--- src/sv/rth_pkg.sv ---
// Package for the RGB to HSV/HSL converter: request/result structs and constants.
// No dependencies.
`timescale 1ns / 1ps
package rth_pkg;
    typedef struct packed {
        logic [7:0] red;
        logic [7:0] green;
        logic [7:0] blue;
        logic [7:0] alpha;
    } t_req;

    typedef struct packed {
        logic [15:0] hue_centideg;
        logic [7:0]  sat_hsv;
        logic [7:0]  value_hsv;
        logic [7:0]  sat_hsl;
        logic [7:0]  lightness;
        logic [7:0]  alpha_out;
    } t_res;

    // three divisions carried through the cell row
    typedef struct packed {
        logic [26:0] rem_h;   // remainder, hue
        logic [26:0] num_h;   // shifting numerator bits / quotient
        logic [9:0]  den_h;
        logic [26:0] rem_v;
        logic [26:0] num_v;
        logic [9:0]  den_v;
        logic [26:0] rem_l;
        logic [26:0] num_l;
        logic [9:0]  den_l;
        logic        grey;
        logic [7:0]  mx;
        logic [7:0]  light;
        logic [7:0]  alpha;
    } t_cell;

    localparam int QW = 27;          // numerator width: 2*36000*255 < 2^25, margin
    localparam logic [15:0] HUE_GREY = 16'hFFFF;
endpackage

--- src/sv/rth_cell.sv ---
// One restoring-division cell: one quotient bit for each of three dividers.
// Depends on rth_pkg.
`timescale 1ns / 1ps
module rth_cell
    import rth_pkg::*;
(
    input  logic   i_clk,
    input  logic   i_rst_n,
    input  logic   i_vld,
    input  t_cell  i_d,
    output logic   o_vld,
    output t_cell  o_d
);
    t_cell r_d, n_d;
    logic  r_vld;

    function automatic void step(input logic [26:0] rem, input logic [26:0] num,
                                 input logic [9:0] den,
                                 output logic [26:0] rem_o, output logic [26:0] num_o);
        logic [27:0] t;
        logic [27:0] dd;
        t  = {rem, num[26]};
        dd = {18'd0, den};
        if (t >= dd) begin
            rem_o = 27'(t - dd);
            num_o = {num[25:0], 1'b1};
        end else begin
            rem_o = t[26:0];
            num_o = {num[25:0], 1'b0};
        end
    endfunction

    always_comb begin
        n_d = i_d;
        step(i_d.rem_h, i_d.num_h, i_d.den_h, n_d.rem_h, n_d.num_h);
        step(i_d.rem_v, i_d.num_v, i_d.den_v, n_d.rem_v, n_d.num_v);
        step(i_d.rem_l, i_d.num_l, i_d.den_l, n_d.rem_l, n_d.num_l);
    end

    always_ff @(posedge i_clk) begin
        r_d <= n_d;
        if (!i_rst_n) r_vld <= 1'b0;
        else          r_vld <= i_vld;
    end

    assign o_vld = r_vld;
    assign o_d   = r_d;
endmodule
--- config.mk ---
export PLATFORM = sky130hd
export DESIGN_NAME = rth_cell
export DESIGN_NICKNAME = d
export VERILOG_FILES = /design/src/sv/rth_pkg.sv /design/src/sv/rth_cell.sv
export SDC_FILE = /design/constraint.sdc
export NUM_CORES = 1
export LEC_CHECK = 0
export ABC_AREA = 1
export BUFFER_PORTS_ARGS = -buffer_cell sky130_fd_sc_hd__buf_2
export CAP_MARGIN = 20
export CORE_AREA = 2 2 172 174
export CTS_CLUSTER_SIZE = 20
export DETAILED_ROUTE_END_ITERATION = 7
export DIE_AREA = 0 0 174 176
export GPL_ROUTABILITY_DRIVEN = 0
export PLACE_DENSITY = 0.63
export SYNTH_ARGS = -nofsm -noshare
export SYNTH_HDL_FRONTEND = slang
export SYNTH_SLANG_ARGS = --single-unit
export TNS_END_PERCENT = 30
--- constraint.sdc ---
create_clock -name i_clk -period 2.1 [get_ports i_clk]
set_input_delay 0.105 -clock i_clk [delete_from_list [all_inputs] [get_ports i_clk]]
set_output_delay 0.105 -clock i_clk [all_outputs]
set_load 0.02 [all_outputs]
Word-level counts from Yosys, hierarchy flattened
Cells that the tools add are included.

operators by class
  $add $sub $neg = 3
  magnitude comparators = 3
  multiplexer cells = 6

operator list
  operator                                          count
  28-bit by 10-bit >= comparator with 1-bit output  3
  27-bit 2-to-1 mux                                 3
  27-bit by 10-bit subtractor with 27-bit output    3
  1-bit 2-to-1 mux                                  3

word-level totals
  logic and storage cells = 26
  output and inout port bits = 218
  input port bits = 220
  flip-flop bits (word level) = 218

Logic depth before layout (Yosys ltp)
  depth in word-level cells = 2
  depth in mapped cells = 14
  mapped depth without buffers = 13

Worst setup path after synthesis
Ideal clock, no wire load.

  kind = input port to flip-flop
  start = in i_d[125] (netlist name)
  end = reg r_d (netlist bit o_d[133])
  cell stages on the path = 14
  data required time = 1979 ps
  arrival = 1523 ps
  setup time = 121 ps
  path buffers = 1
  setup slack = 455 ps
  cells stage by stage = inv_1 > ha_1 > fa_1 > inv_1 > nand3_1 > nand3_1 > inv_1 > nor2_1 > nor2_2 > nand2_4 > inv_4 > buf_6 > nand2_1 > o21ai_0

RTL lines
  item                  RTL line        text
  start, declared       rth_cell.sv:10  input t_cell i_d,
  end signal, assigned  rth_cell.sv:41  r_d <= n_d;
  end, declared         rth_cell.sv:14  t_cell r_d, n_d;

==> impl_summary.txt <==
----------------------------------------------------
[Run status]
  Result of the run ... complete, no violations

[Setup path]
  Cell occurring most often along the worst timing path ... inv_1
  Critical path endpoint ... o_d[70]
  Kind of cell adding the most delay to the critical path ... buffers and inverters
  Critical setup path kind ... primary input to register
  Endpoint class of the critical path ... register
  Crit-path max FO ... 31
  List of cells traversed by the critical path ... dlygate4sd3_1, buf_2, inv_1, ha_1, fa_1, inv_1, nand3_1, inv_1, nor2_2, nor2_4, nor2_4, nand2_8, inv_12, nand2_1, o21ai_2
  Stage delay of the slowest cell on the critical path ... roughly 0.55 ns
  Number of buffer and inverter stages on the critical path ... 6
  Required time of the worst setup path ... 2.55 ns
  Critical Path Start Type ... primary input
  Standard cell with the maximum stage delay on the critical path ... dlygate4sd3_1
  Data arrival at the endpoint of the critical path ... between 2 and 2.5 ns
  Origin of the worst setup path ... i_d[61]
  Critical path depth ... 15

[Place]
  Placed instance area ... roughly 12000 sq um
  DP Wirelength ... between 20 and 30 mm
  Port-buffer cells ... 437

[CTS]
  Number of levels the H-tree was split into ... 1
  Clock tree from TritonCTS ... built
  Clk root buf ... clkbuf_16
  CTS clock-pin slew for the worst setup and hold paths ... approximately 0.06 ns
  Cts bufs inserted ... 25
  Maximum clock insertion buffer count ... 3
  Post CTS Setup Buffer Count ... 0
  Clock net sink count ... around 220

[Synth]
  Sequential area share after synthesis ... a little under half
  Post-synth net total ... approximately 1.4k
  Number of synthesized register bits ... between 200 and 250
  Netlist Area Pre-Place ... 9330 sq um
  Gate count of the mapped netlist ... between 1k and 1.5k
  Cell types with the largest area share after synthesis ... dfxtp_1 47%, nand2_1 13%, inv_1 7.8%
  Mean instance size in the synthesized netlist ... between 7 and 8 sq um
  Post-synthesis cell type count ... 31
  Syn. warnings ... 0
  Area share of the largest cell type after synthesis ... 46.8%
  Library cell occupying the most area in the post-synthesis netlist ... dfxtp_1

[Global route]
  Global-route total usage across every layer ... roughly a fifth
  Pin count of the biggest net entering global routing ... 33
  Vias in the first global route ... 10.3k
  First-pass GRT wire length ... around 53 mm
  Antenna violations before repair ... 1
  Grt total ovfl ... 0

[STA]
  Final slew viol count ... 0
  Setup repair after global routing missed its margin ... no
  Final hold viol count ... 0
  Peak clock frequency supported by timing ... around 500 MHz
  Worst rel slew slack ... 73.6%
  Total Negative Setup Slacks ... 0 ns
  Worst Tran Pin Value ... between 0.3 and 0.4 ns
  Number of failing setup endpoints in the final timing report ... 0
  Period Utilization, post-route ... roughly 93%
  Time the worst path needs with I/O delays and setup ... approximately 2.0 ns

[Detailed routing]
  Count of antenna-violating nets left after detailed routing ... 0
  First-pass detailed-route iteration total ... 5
  Wirelength, routed ... 34.1 mm
  Post-detailed-route DRC marker count ... 0
  Via total after detailed routing ... ~10k
  Post-detailed-route wirelength per cell ... around 15 microns
  Number of DRC violations after detailed-routing iteration 0 ... 661
  Vias per inst ... around 4.4

[Final layout]
  Number of nets in the final layout ... around 2.1k
  Fraction of final layout cells with drive strength greater than 1 ... between 30% and 40%
  Post-route standard cell area excluding fillers ... ~15000 sq um
  Area delta synth->final ... 59.9%
  Final standard cell utilization of the core ... between 50% and 60%
  Most common cell after layout, fill and taps aside ... buf_2
  Commonest cells after routing, fill and taps aside ... 437 x buf_2, 320 x nand2_1, 218 x dfxtp_1, 217 x dlygate4sd3_1, 193 x inv_1

[Power and ir drop]
  Leakage power figure ... 0.00769 uW
  VDD IR max ... 0.604 mV
  Power per Cell Area ... around 750 nW/um^2

[Die]
  Standard cell core area ... 28500 sq um
  Number of primary I/O pins ... 438
  Initial core utilization ... 32.7%
  Row Count ... 62
  Die outline area ... about 31000 sq um
  Die X ... ~170 microns
  Die height ... 176 microns

[Min path]
  Min-delay worst type ... primary input to register

[Job]
  Max cap viols ... 0

----------------------------------------------------
where the power goes:
group	total [uW]	switching, uW	internal [uW]
clock network	4340	1780	2560
registers	4550	90.3	4460
logic	2370	1390	981
total	11300	3250	8010
metal layers:
metal / GRT usage, % / routed length [microns]
met1: 24.6 / 13500
met2: 39.5 / 17400
met3: 4.61 / 2450
met4: 6.55 / 823
met5: 0 / 0
area by class of cell:
cell class              instances  area [sq um]
diodes                          2          5.00
multi-input cells             745          4040
repair buffers                658          4390
clock inverters                14           146
flip-flops and latches        218          4360
clock buffers                  32           682
well taps                     384           480
inverters                     210           818
fillers                      2637         13600
tightest hold or removal path: cells and delay by family:
family / cells / cell delay, ns
simple gates: 6 / 0.38
buf+inv: 1 / 0.08
worst min path at each step:
stage	from	end	slack (ns)	cells past startpoint
finish	i_d[88]	o_d[35]	0.09	7
CTS	i_d[88]	o_d[35]	0.04	7
global placement	i_d[114]	o_d[115]	0.21	1
detailed placement	i_d[36]	o_d[37]	0.21	1
floorplan	i_d[0]	o_d[0]	0.13	0
global route	i_d[88]	o_d[35]	0.1	7
cell families after synthesis:
family / count (synthesis) / share of synthesized area, %
AOI/OAI and AO/OA: 95 / 7.03
xor gates and xnor gates: 27 / 2.53
adders and majority gates: 33 / 4.67
buffers and inverters: 219 / 9.99
DFF: 218 / 46.8
and+or+nand+nor: 590 / 29.0
registers in the layout (all words and copies together), names as in the netlist:
name / count
o_vld: 1
o_d: 217
Yosys cell counts:
cell type,number
nand2_1,320
dfxtp_1,218
inv_1,193
nor2_1,93
nand3_1,87
ha_1,30
a21oi_2,26
a21oi_1,24
o21ai_2,20
nand4_1,19
nand2_4,16
nor2_2,16
xnor2_1,16
inv_2,13
nor2_4,11
o21ai_0,11
o21ai_1,11
xor2_1,11
nand2_2,10
nor3_1,9
nand3b_1,6
buf_6,5
a21o_1,3
fa_1,3
buf_12,2
buf_8,2
inv_8,2
nand2_8,2
clkinv_1,1
inv_4,1
nor2b_1,1
per-stage QoR:
| stage | hold slack (ns) | cells | total power [uW] | setup slack (ns) |
|---|---|---|---|---|
| final | 0.0938 | 2263 | 11300 | 0.139 |
| after global routing | 0.0951 | 2262 | 11800 | 0.00934 |
| after CTS | 0.0420 | 2261 | 11400 | 0.137 |
| after detailed placement | 0.209 | 1998 | 6650 | 0.157 |
| after global placement | 0.207 | 1998 | 6630 | 0.200 |
| after floorplan | 0.133 | 1182 | 5810 | 0.455 |
timing repair:
item | 4_1_cts | 5_1_grt
resized for setup | 0 | 5
setup endpoints to repair | 0 | 15
hold endpoints to repair | 216 | 0
hold buffers | 217 | 0
No activity file was read; power rests on OpenSTA's default activity.
